File: config.mk
export PLATFORM = sky130hd
export DESIGN_NAME = write_ahead_log_controller
export DESIGN_NICKNAME = d
export VERILOG_FILES = /design/src/design/wal_pkg.sv /design/src/design/wal_ram.sv /design/src/design/wal_fifo.sv /design/src/design/wal_front.sv /design/src/design/wal_back.sv /design/src/design/write_ahead_log_controller.sv
export VERILOG_INCLUDE_DIRS = /design/src /design/src/design
export SDC_FILE = /design/constraint.sdc
export NUM_CORES = 2
export LEC_CHECK = 0
export BUFFER_PORTS_ARGS = -buffer_cell sky130_fd_sc_hd__buf_2
export CORE_MARGIN = 3
export CORE_UTILIZATION = 53
export DETAILED_ROUTE_END_ITERATION = 7
export GPL_TIMING_DRIVEN = 0
export PLACE_DENSITY = 0.76
export SKIP_CTS_REPAIR_TIMING = 1
export SLEW_MARGIN = 0
export SYNTH_ARGS = -nofsm -noshare
export SYNTH_HDL_FRONTEND = slang
export SYNTH_HIERARCHICAL = 1
export SYNTH_SLANG_ARGS = --single-unit
File: constraint.sdc
create_clock -name i_clk -period 7.4 [get_ports i_clk]
set_input_delay 1.48 -clock i_clk [delete_from_list [all_inputs] [get_ports i_clk]]
set_output_delay 1.48 -clock i_clk [all_outputs]
set_load 0.02 [all_outputs]
File: src/design/write_ahead_log_controller_assert.svh
// Assertion macros shared by the write-ahead log controller.
// Depends on nothing; included inside the module body of the files that assert.
`ifndef WRITE_AHEAD_LOG_CONTROLLER_ASSERT_SVH
`define WRITE_AHEAD_LOG_CONTROLLER_ASSERT_SVH

// Same-cycle implication, disabled while reset is asserted
`define WAL_ASSERT_IMPLY(label, clk, rst_n, ante, cons) \
    label: assert property (@(posedge clk) disable iff (!rst_n) (ante) |-> (cons)) \
        else $error("write-ahead log controller: same-cycle check failed");

// Next-cycle implication, disabled while reset is asserted
`define WAL_ASSERT_NEXT(label, clk, rst_n, ante, cons) \
    label: assert property (@(posedge clk) disable iff (!rst_n) (ante) |=> (cons)) \
        else $error("write-ahead log controller: next-cycle check failed");

`endif

File: src/design/wal_pkg.sv
// Shared types and constants for the write-ahead log controller.
// Depends on nothing; imported by the front end, back end and top level.
package wal_pkg;

    // Default sizing
    localparam int LOG_ENTRIES_DEF   = 30;
    localparam int MAX_OP_BLOCKS_DEF = 10;
    localparam int QUEUE_DEPTH       = 2;

    // Width of the begin admission sum: entries + (open + 1) * reservation
    localparam int NEED_W = 12;

    // Reset value of the log area size
    localparam logic [15:0] LOG_SIZE_RST = 16'd31;

    // Configuration register indexes
    localparam logic CFG_LOG_START = 1'b0;
    localparam logic CFG_LOG_SIZE  = 1'b1;

    typedef enum logic [1:0] {
        OP_BEGIN = 2'd0,
        OP_WRITE = 2'd1,
        OP_END   = 2'd2
    } t_op;

    typedef enum logic [2:0] {
        KIND_REPLY   = 3'd0,
        KIND_COPY    = 3'd1,
        KIND_HEADER  = 3'd2,
        KIND_INSTALL = 3'd3,
        KIND_CLEAR   = 3'd4
    } t_kind;

    typedef enum logic [2:0] {
        STS_OK       = 3'd0,
        STS_WAIT     = 3'd1,
        STS_FULL     = 3'd2,
        STS_OUTSIDE  = 3'd3,
        STS_NO_BEGIN = 3'd4
    } t_status;

    typedef enum logic [2:0] {
        S_IDLE,
        S_SCAN,
        S_REPLY,
        S_COPY,
        S_HEADER,
        S_INSTALL,
        S_CLEAR
    } t_state;

    typedef struct packed {
        t_op         op;
        logic [31:0] block_no;
    } t_req;

    typedef struct packed {
        t_kind       kind;
        t_status     status;
        logic [4:0]  entry_index;
        logic [31:0] src_block;
        logic [31:0] dst_block;
        logic [4:0]  head_count;
        logic        last;
    } t_res;

    typedef struct packed {
        logic [31:0] log_start;
        logic [15:0] log_size;
    } t_cfg;

endpackage

File: src/design/wal_ram.sv
// Generic simple dual-port RAM with registered read data.
// Depends on nothing.
module wal_ram #(
    parameter int WIDTH = 32,
    parameter int DEPTH = 30,
    parameter int AW    = (DEPTH > 1) ? $clog2(DEPTH) : 1
) (
    input  logic             i_clk,
    input  logic             i_we,
    input  logic [AW-1:0]    i_waddr,
    input  logic [WIDTH-1:0] i_wdata,
    input  logic             i_re,
    input  logic [AW-1:0]    i_raddr,
    output logic [WIDTH-1:0] o_rdata
);

    logic [WIDTH-1:0] r_mem [DEPTH];
    logic [WIDTH-1:0] r_rdata;

    // Write port
    always_ff @(posedge i_clk) begin
        if (i_we) begin
            r_mem[i_waddr] <= i_wdata;
        end
    end

    // Read port: hold the last word until the next read
    always_ff @(posedge i_clk) begin
        if (i_re) begin
            r_rdata <= r_mem[i_raddr];
        end
    end

    assign o_rdata = r_rdata;

endmodule

File: src/design/wal_fifo.sv
// Small register queue of generic width, first in first out.
// Depends on wal_pkg for its default depth.
module wal_fifo #(
    parameter int WIDTH = 1,
    parameter int DEPTH = wal_pkg::QUEUE_DEPTH
) (
    input  logic             i_clk,
    input  logic             i_rst_n,
    input  logic             i_push,
    input  logic [WIDTH-1:0] i_wdata,
    output logic             o_full,
    input  logic             i_pop,
    output logic [WIDTH-1:0] o_rdata,
    output logic             o_empty
);

    localparam int AW   = (DEPTH > 1) ? $clog2(DEPTH) : 1;
    localparam int CNTW = $clog2(DEPTH + 1);

    logic [WIDTH-1:0] r_mem [DEPTH];
    logic [AW-1:0]    r_wptr, n_wptr;
    logic [AW-1:0]    r_rptr, n_rptr;
    logic [CNTW-1:0]  r_cnt, n_cnt;
    logic             do_push;
    logic             do_pop;

    function automatic logic [AW-1:0] ptr_inc(input logic [AW-1:0] p);
        ptr_inc = (p == AW'(DEPTH - 1)) ? '0 : p + AW'(1);
    endfunction

    assign o_full  = (r_cnt == CNTW'(DEPTH));
    assign o_empty = (r_cnt == '0);
    assign o_rdata = r_mem[r_rptr];
    assign do_push = i_push && !o_full;
    assign do_pop  = i_pop && !o_empty;

    // Advance pointers and occupancy
    always_comb begin
        n_wptr = do_push ? ptr_inc(r_wptr) : r_wptr;
        n_rptr = do_pop ? ptr_inc(r_rptr) : r_rptr;
        n_cnt  = r_cnt;
        if (do_push && !do_pop) begin
            n_cnt = r_cnt + CNTW'(1);
        end else if (do_pop && !do_push) begin
            n_cnt = r_cnt - CNTW'(1);
        end
    end

    always_ff @(posedge i_clk) begin
        if (!i_rst_n) begin
            r_wptr <= '0;
            r_rptr <= '0;
            r_cnt  <= '0;
        end else begin
            r_wptr <= n_wptr;
            r_rptr <= n_rptr;
            r_cnt  <= n_cnt;
        end
    end

    // Storage
    always_ff @(posedge i_clk) begin
        if (do_push) begin
            r_mem[r_wptr] <= i_wdata;
        end
    end

endmodule

File: src/design/wal_front.sv
// Front end: accepts requests, drops unknown request kinds, queues the rest.
// Depends on wal_pkg and wal_fifo.
module wal_front (
    input  logic          i_clk,
    input  logic          i_rst_n,
    input  logic          i_push,
    input  wal_pkg::t_req i_req,
    output logic          o_full,
    output wal_pkg::t_req o_cmd,
    output logic          o_cmd_valid,
    input  logic          i_cmd_pop
);

    import wal_pkg::*;

    logic                  known_op;
    logic                  q_empty;
    logic [$bits(t_req)-1:0] q_rdata;

    // Classify the request kind
    always_comb begin
        case (i_req.op)
            OP_BEGIN: known_op = 1'b1;
            OP_WRITE: known_op = 1'b1;
            OP_END:   known_op = 1'b1;
            default:  known_op = 1'b0;
        endcase
    end

    // Queue decoded requests towards the back end
    wal_fifo #(
        .WIDTH ($bits(t_req)),
        .DEPTH (QUEUE_DEPTH)
    ) u_cmd_q (
        .i_clk   (i_clk),
        .i_rst_n (i_rst_n),
        .i_push  (i_push && known_op),
        .i_wdata (i_req),
        .o_full  (o_full),
        .i_pop   (i_cmd_pop),
        .o_rdata (q_rdata),
        .o_empty (q_empty)
    );

    assign o_cmd       = t_req'(q_rdata);
    assign o_cmd_valid = !q_empty;

endmodule

File: src/design/wal_back.sv
// Back end: carries out begin, write and end requests and sequences the commit.
// Depends on wal_pkg and wal_ram (the block number table).
module wal_back #(
    parameter int LOG_ENTRIES   = wal_pkg::LOG_ENTRIES_DEF,
    parameter int MAX_OP_BLOCKS = wal_pkg::MAX_OP_BLOCKS_DEF
) (
    input  logic          i_clk,
    input  logic          i_rst_n,
    input  wal_pkg::t_cfg i_cfg,
    input  wal_pkg::t_req i_cmd,
    input  logic          i_cmd_valid,
    output logic          o_cmd_pop,
    output wal_pkg::t_res o_res,
    output logic          o_res_valid,
    input  logic          i_res_ready,
    output logic          o_idle
);

    import wal_pkg::*;

    localparam int IW = (LOG_ENTRIES > 1) ? $clog2(LOG_ENTRIES) : 1;
    localparam int CW = $clog2(LOG_ENTRIES + 1);

    t_state        r_state, n_state;
    logic [4:0]    r_open, n_open;
    logic [CW-1:0] r_count, n_count;
    logic [IW-1:0] r_idx, n_idx;
    logic [31:0]   r_blk, n_blk;
    t_status       r_status, n_status;
    logic          r_commit, n_commit;

    logic          ram_we;
    logic [IW-1:0] ram_waddr;
    logic [31:0]   ram_wdata;
    logic          ram_re;
    logic [IW-1:0] ram_raddr;
    logic [31:0]   ram_rdata;

    logic [NEED_W-1:0] need;
    logic              begin_room;
    logic              tbl_full;
    logic              wr_go;
    logic [CW-1:0]     idx_next;
    logic              more;
    logic              hit;
    logic [31:0]       log_blk;

    // Block number table
    wal_ram #(
        .WIDTH (32),
        .DEPTH (LOG_ENTRIES),
        .AW    (IW)
    ) u_tbl (
        .i_clk   (i_clk),
        .i_we    (ram_we),
        .i_waddr (ram_waddr),
        .i_wdata (ram_wdata),
        .i_re    (ram_re),
        .i_raddr (ram_raddr),
        .o_rdata (ram_rdata)
    );

    // Request checks and loop bookkeeping
    assign need       = NEED_W'(r_count)
                      + NEED_W'(6'(r_open) + 6'd1) * NEED_W'(MAX_OP_BLOCKS);
    assign begin_room = (need <= NEED_W'(LOG_ENTRIES));
    assign tbl_full   = (r_count >= CW'(LOG_ENTRIES))
                     || ((16'(r_count) + 16'd1) >= i_cfg.log_size);
    assign wr_go      = !tbl_full && (r_open != 5'd0);
    assign idx_next   = CW'(r_idx) + CW'(1);
    assign more       = (idx_next < r_count);
    assign hit        = (ram_rdata == r_blk);
    assign log_blk    = i_cfg.log_start + 32'(r_idx) + 32'd1;

    // Next state
    always_comb begin
        n_state = r_state;
        case (r_state)
            S_IDLE: begin
                if (i_cmd_valid) begin
                    case (i_cmd.op)
                        OP_BEGIN: n_state = S_REPLY;
                        OP_WRITE: n_state = (wr_go && r_count != '0) ? S_SCAN : S_REPLY;
                        OP_END:   n_state = S_REPLY;
                        default:  n_state = S_IDLE;
                    endcase
                end
            end
            S_SCAN: begin
                if (hit || !more) begin
                    n_state = S_REPLY;
                end
            end
            S_REPLY: begin
                if (i_res_ready) begin
                    n_state = r_commit ? S_COPY : S_IDLE;
                end
            end
            S_COPY: begin
                if (i_res_ready && !more) begin
                    n_state = S_HEADER;
                end
            end
            S_HEADER: begin
                if (i_res_ready) begin
                    n_state = S_INSTALL;
                end
            end
            S_INSTALL: begin
                if (i_res_ready && !more) begin
                    n_state = S_CLEAR;
                end
            end
            S_CLEAR: begin
                if (i_res_ready) begin
                    n_state = S_IDLE;
                end
            end
            default: n_state = S_IDLE;
        endcase
    end

    // Next transaction state, table index and reply status
    always_comb begin
        n_open   = r_open;
        n_count  = r_count;
        n_idx    = r_idx;
        n_blk    = r_blk;
        n_status = r_status;
        n_commit = r_commit;
        case (r_state)
            S_IDLE: begin
                if (i_cmd_valid) begin
                    n_idx    = '0;
                    n_commit = 1'b0;
                    case (i_cmd.op)
                        OP_BEGIN: begin
                            if (begin_room) begin
                                n_open   = r_open + 5'd1;
                                n_status = STS_OK;
                            end else begin
                                n_status = STS_WAIT;
                            end
                        end
                        OP_WRITE: begin
                            n_blk = i_cmd.block_no;
                            if (tbl_full) begin
                                n_status = STS_FULL;
                            end else if (r_open == 5'd0) begin
                                n_status = STS_OUTSIDE;
                            end else begin
                                n_status = STS_OK;
                                if (r_count == '0) begin
                                    n_count = CW'(1);
                                end
                            end
                        end
                        OP_END: begin
                            if (r_open == 5'd0) begin
                                n_status = STS_NO_BEGIN;
                            end else begin
                                n_open   = r_open - 5'd1;
                                n_status = STS_OK;
                                n_commit = (r_open == 5'd1) && (r_count != '0);
                            end
                        end
                        default: n_status = r_status;
                    endcase
                end
            end
            S_SCAN: begin
                if (!hit) begin
                    if (more) begin
                        n_idx = IW'(idx_next);
                    end else begin
                        n_idx   = r_count[IW-1:0];
                        n_count = r_count + CW'(1);
                    end
                end
            end
            S_REPLY: begin
                if (i_res_ready && r_commit) begin
                    n_idx = '0;
                end
            end
            S_COPY: begin
                if (i_res_ready) begin
                    n_idx = more ? IW'(idx_next) : '0;
                end
            end
            S_INSTALL: begin
                if (i_res_ready && more) begin
                    n_idx = IW'(idx_next);
                end
            end
            S_CLEAR: begin
                if (i_res_ready) begin
                    n_count = '0;
                end
            end
            default: n_idx = r_idx;
        endcase
    end

    // Outputs: request pop, table access and result word
    always_comb begin
        o_cmd_pop   = (r_state == S_IDLE) && i_cmd_valid;
        o_idle      = (r_state == S_IDLE);
        o_res_valid = 1'b0;
        o_res       = '0;
        ram_we      = 1'b0;
        ram_waddr   = '0;
        ram_wdata   = r_blk;
        ram_re      = 1'b0;
        ram_raddr   = '0;
        case (r_state)
            S_IDLE: begin
                if (i_cmd_valid && i_cmd.op == OP_WRITE && wr_go) begin
                    if (r_count == '0) begin
                        ram_we    = 1'b1;
                        ram_wdata = i_cmd.block_no;
                    end else begin
                        ram_re = 1'b1;
                    end
                end
            end
            S_SCAN: begin
                if (!hit) begin
                    if (more) begin
                        ram_re    = 1'b1;
                        ram_raddr = IW'(idx_next);
                    end else begin
                        ram_we    = 1'b1;
                        ram_waddr = r_count[IW-1:0];
                    end
                end
            end
            S_REPLY: begin
                o_res_valid       = 1'b1;
                o_res.kind        = KIND_REPLY;
                o_res.status      = r_status;
                o_res.entry_index = 5'(r_idx);
                o_res.last        = !r_commit;
                ram_re            = i_res_ready && r_commit;
            end
            S_COPY: begin
                o_res_valid       = 1'b1;
                o_res.kind        = KIND_COPY;
                o_res.entry_index = 5'(r_idx);
                o_res.src_block   = ram_rdata;
                o_res.dst_block   = log_blk;
                ram_re            = i_res_ready && more;
                ram_raddr         = IW'(idx_next);
            end
            S_HEADER: begin
                o_res_valid      = 1'b1;
                o_res.kind       = KIND_HEADER;
                o_res.head_count = 5'(r_count);
                ram_re           = i_res_ready;
            end
            S_INSTALL: begin
                o_res_valid       = 1'b1;
                o_res.kind        = KIND_INSTALL;
                o_res.entry_index = 5'(r_idx);
                o_res.src_block   = log_blk;
                o_res.dst_block   = ram_rdata;
                ram_re            = i_res_ready && more;
                ram_raddr         = IW'(idx_next);
            end
            S_CLEAR: begin
                o_res_valid = 1'b1;
                o_res.kind  = KIND_CLEAR;
                o_res.last  = 1'b1;
            end
            default: o_res_valid = 1'b0;
        endcase
    end

    // Control registers
    always_ff @(posedge i_clk) begin
        if (!i_rst_n) begin
            r_state  <= S_IDLE;
            r_open   <= '0;
            r_count  <= '0;
            r_commit <= 1'b0;
        end else begin
            r_state  <= n_state;
            r_open   <= n_open;
            r_count  <= n_count;
            r_commit <= n_commit;
        end
    end

    // Working registers
    always_ff @(posedge i_clk) begin
        r_idx    <= n_idx;
        r_blk    <= n_blk;
        r_status <= n_status;
    end

endmodule

File: src/design/write_ahead_log_controller.sv
// Write-ahead log controller: requests are taken in through a two-entry queue
// and handled one at a time by the back end; results leave through a two-entry
// result queue, so a new request is taken while results still wait to be popped.
// A begin or an end gives a single reply; a write compares its block number
// with the table entries in turn, since the block number table is read one
// entry a cycle through its registered read port.
// A commit streams its 2 * entries + 3 results at one a cycle while the result
// queue has room.
// Depends on wal_pkg, wal_front, wal_back, wal_fifo and wal_ram.
module write_ahead_log_controller #(
    parameter int LOG_ENTRIES   = wal_pkg::LOG_ENTRIES_DEF,
    parameter int MAX_OP_BLOCKS = wal_pkg::MAX_OP_BLOCKS_DEF
) (
    input  logic          i_clk,
    input  logic          i_rst_n,
    // request queue side
    input  logic          push,
    input  wal_pkg::t_req i_req,
    output logic          full,
    // result queue side
    output logic          empty,
    input  logic          pop,
    output wal_pkg::t_res o_res,
    // configuration writes
    input  logic          i_cfg_valid,
    output logic          o_cfg_ready,
    input  logic          i_cfg_index,
    input  logic [31:0]   i_cfg_data
);

    import wal_pkg::*;

    logic        [31:0]     r_log_start;
    logic        [15:0]     r_log_size;
    t_cfg                   cfg;
    t_req                   cmd;
    logic                   cmd_valid;
    logic                   cmd_pop;
    t_res                   res;
    logic                   res_valid;
    logic                   res_ready;
    logic                   res_full;
    logic                   back_idle;
    logic [$bits(t_res)-1:0] out_rdata;

    // Configuration registers, always ready
    assign o_cfg_ready = 1'b1;

    always_ff @(posedge i_clk) begin
        if (!i_rst_n) begin
            r_log_start <= '0;
            r_log_size  <= LOG_SIZE_RST;
        end else if (i_cfg_valid) begin
            case (i_cfg_index)
                CFG_LOG_START: r_log_start <= i_cfg_data;
                CFG_LOG_SIZE:  r_log_size  <= i_cfg_data[15:0];
                default:       r_log_start <= r_log_start;
            endcase
        end
    end

    assign cfg.log_start = r_log_start;
    assign cfg.log_size  = r_log_size;

    // Accept and classify requests
    wal_front u_front (
        .i_clk       (i_clk),
        .i_rst_n     (i_rst_n),
        .i_push      (push),
        .i_req       (i_req),
        .o_full      (full),
        .o_cmd       (cmd),
        .o_cmd_valid (cmd_valid),
        .i_cmd_pop   (cmd_pop)
    );

    // Execute requests and sequence commits
    wal_back #(
        .LOG_ENTRIES   (LOG_ENTRIES),
        .MAX_OP_BLOCKS (MAX_OP_BLOCKS)
    ) u_back (
        .i_clk       (i_clk),
        .i_rst_n     (i_rst_n),
        .i_cfg       (cfg),
        .i_cmd       (cmd),
        .i_cmd_valid (cmd_valid),
        .o_cmd_pop   (cmd_pop),
        .o_res       (res),
        .o_res_valid (res_valid),
        .i_res_ready (res_ready),
        .o_idle      (back_idle)
    );

    // Hold results until popped
    wal_fifo #(
        .WIDTH ($bits(t_res)),
        .DEPTH (QUEUE_DEPTH)
    ) u_res_q (
        .i_clk   (i_clk),
        .i_rst_n (i_rst_n),
        .i_push  (res_valid),
        .i_wdata (res),
        .o_full  (res_full),
        .i_pop   (pop),
        .o_rdata (out_rdata),
        .o_empty (empty)
    );

    assign res_ready = !res_full;
    assign o_res     = t_res'(out_rdata);

    `include "write_ahead_log_controller_assert.svh"

    // A request is taken from the queue only by an idle back end
    `WAL_ASSERT_IMPLY(a_pop_when_idle, i_clk, i_rst_n, cmd_pop, back_idle)
    // The final result of a request returns the back end to idle
    `WAL_ASSERT_NEXT(a_last_then_idle, i_clk, i_rst_n, res_valid && res_ready && res.last, back_idle)
    // The header clear closes every commit
    `WAL_ASSERT_IMPLY(a_clear_is_last, i_clk, i_rst_n, res_valid && res.kind == KIND_CLEAR, res.last)
    // Disk commands carry no status
    `WAL_ASSERT_IMPLY(a_cmd_status_ok, i_clk, i_rst_n, res_valid && res.kind != KIND_REPLY, res.status == STS_OK)

endmodule
==> impl_metrics.toml <==
[routing]
drt_iter0_markers = 4331
vias_per_cell = 6.37
ant_nets = 0
drcViolationCount = 0
finalWirelength_mm = 143
wire_per_inst_um = 29.1
dr.pass1.iters = 5
vias = 31367

[job]
maxCapViolCount = 0

[floorplanning]
die_h_um = 326
die-area_um2 = 106000
rows = 116
design.core.area_um2 = 101000
die_w_um = 326
initial_core_util_pct = 53.8
io_pins = 156

[pwr]
powerDensity_nw_per_um2 = 306
vdd_drop_max_mv = 0.204
leakagePower_nw = 19.6

[finish]
multi_input_area_um2 = 13900
syn_to_final_growth_pct = 14.2
layout_commonest_cell = "edfxtp_1"
drive_above_1_share_pct = 23.9
fill_cells = 6982
final_cells = 4925
utilization_pct = 61.4
mostFrequentLayoutCells = "1262 x edfxtp_1, 228 x nand2_1, 200 x mux2i_1, 197 x buf_2, 182 x mux2_2"
fin_nets = 3574
seq_area_um2 = 39300

[placed_design]
dpl.cell_count = 4684
port_buffers = 154
gp_congestion = 0.896
hpwl_mm = 95.7

[worst_setup_path]
cp-end-kind = "flop"
cp_num_buf_inv = 3
crit_required_ns = 7.77
worst-setup-path-type = "flop to flop"
cp-start-kind = "flop"
worst-path-max-fanout = 10
cp_top_family = "simple AND/OR/NAND/NOR gates"
critPathArrivalTime_ns = 6.54
cpPeakStageDelay_ns = 1.00
cp_slowest_cell = "nor4_1"
crit_chain = "ha_1 -> xnor2_1 -> inv_1 -> ha_1 -> a21o_1 -> a31oi_1 -> o21a_1 -> clkbuf_1 -> a21oi_1 -> nor2_1 -> clkbuf_1 -> nor2_1 -> nand2_1 -> o22ai_1 -> nor4_1"

[min_path]
min_path_type = "flop to flop"

[clock_network]
h-tree-depth = 4
tritoncts = "built"
worstSkewPairLatency_ns = 0.73
cts_buffers = 132
cts_sinks = 1334
clkTransAtPathRegs_ns = 0.06
cts_buffer_depth = 3
ctsRootBufferMaster = "clkbuf_16"

[logic_synthesis]
synth_top_area_share_pct = 70.0
ys_seq_area_share_pct = 72.6
synth_top_area_cell = "edfxtp_1"
yosys_warnings = 6
ys_types = 83
syn_inst = 3132
synth-edff-count = 1262
syn_area_um2 = 54200
syn_avg_cell_area_um2 = 17.3
synthTopCellsByArea = "edfxtp_1 70%, mux4_2 5.8%, mux2_2 3.8%"
synthArstFlopShare_pct = 0
synth-seq-cells = 1334
synth_ff_type = "edfxtp_1"

[timing]
rsz0062_at_grt = "no"
fmax_mhz = 162
setup_viol = 0
post-route-period-util_pct = 83.4
drv_slew = 0
worst_pin_slew_ns = 1.32
finalCriticalPeriod_ns = 6.17
slew_headroom_pct = 11.1
hold_viol_final = 0
clock_skew_ns = 0.0262
whs_ns = 0.461

[grt]
antenna_found_initial = 5
grt_pass1_wl_mm = 209
grt_max_degree = 43
overflow = 0
grtUsageTotal_pct = 26.8
grt_pass1_vias = 30728

[outcome]
status = "completed"
## state kept, by name (all words and copies together) (netlist names), 5 cells and up, named ones only
register               count
r_log_size                16
r_log_start               32
u_back/r_blk              32
u_back/r_count             5
u_back/r_idx               5
u_back/r_open              5
u_back/u_tbl/o_rdata      32
u_back/u_tbl/r_mem       960
u_front/u_cmd_q/r_mem     68
u_res_q/r_mem            162
## cell families (layout without fill, tap and decap cells)
group,Yosys count,after routing,share of synthesized area (%)
AO/OA/AOI/OAI,363,363,4.41
multiplexers,521,521,13.3
adder cells (fa/ha/maj),41,41,0.989
AND/OR/NAND/NOR,584,584,5.20
flip-flops,1334,1334,72.6
XOR/XNOR,80,80,1.29
buffers and inverters,207,639,2.22
other,2,6,0.0139
## report_power, final
| group | total [mW] | switching, mW | internal, mW | leakage [nW] |
|---|---|---|---|---|
| Combinational | 3.34 | 2.19 | 1.14 | 5.71 |
| Clock | 6.36 | 2.78 | 3.58 | 2.00 |
| Sequential | 9.20 | 0.172 | 9.03 | 11.9 |
| Total | 18.9 | 5.15 | 13.8 | 19.6 |
## worst min-delay path, stage by stage (launching register included)
cell     delay (ns)
dfxtp_1        0.31
nand2_1        0.05
mux2i_1        0.05
## routing by layer
layer	GRT usage, %	up-vias	wire, µm
met5	0	-	28
met1	36.6	15876	53700
met3	5.21	371	15900
li1	-	12983	-
met2	42.8	2133	67500
met4	10.8	4	6180
## metrics by stage
| stage | TNS [ns] | area, µm² | power (mW) | setup slack [ns] |
|---|---|---|---|---|
| final | 0 | 61800 | 18.9 | 1.23 |
| after global routing | 0 | 61800 | 19.5 | 1.13 |
| after CTS | 0 | 61800 | 18.9 | 1.54 |
| after detailed placement | 0 | 57800 | 12.6 | 1.63 |
| after global placement | -1451.74 | 56600 | 12.5 | -1.94 |
| after floorplan | 0 | 54200 | 11.4 | 1.49 |
## path summary, 6_finish.rpt
kind	startpoint	end	slack, ns	cells past startpoint
setup / recovery	u_back/r_idx[0]	u_back/u_tbl/o_rdata[8]	1.23	15
hold / removal	r_log_size[9]	r_log_size[9]	0.46	2
setup reg to reg	u_back/r_idx[0]	u_back/u_tbl/o_rdata[8]	1.23	15
hold reg to reg	r_log_size[9]	r_log_size[9]	0.46	2
## synth_stat cells, types with 44 or more instances
master	n
a21oi_1	63
a22oi_1	44
clkbuf_1	54
dfxtp_1	72
edfxtp_1	1262
inv_1	47
mux2_2	182
mux2i_1	200
mux4_2	139
nand2_1	228
nand3_1	65
nor2_1	92
o21ai_0	81
o22ai_1	59
xor2_1	50
## area by class of cell
type | instances | share of cell area [%]
Timing Repair Buffer | 194 | 2.64
Buffer | 156 | 1.63
Inverter | 51 | 0.310
Tap cell | 1357 | 2.75
Sequential cell | 1334 | 63.6
Clock inverter | 67 | 0.783
Multi-Input combinational cell | 1592 | 22.5
Antenna cell | 3 | 0.0121
Clock buffer | 171 | 5.80
(Power assumes the default switching activity.)
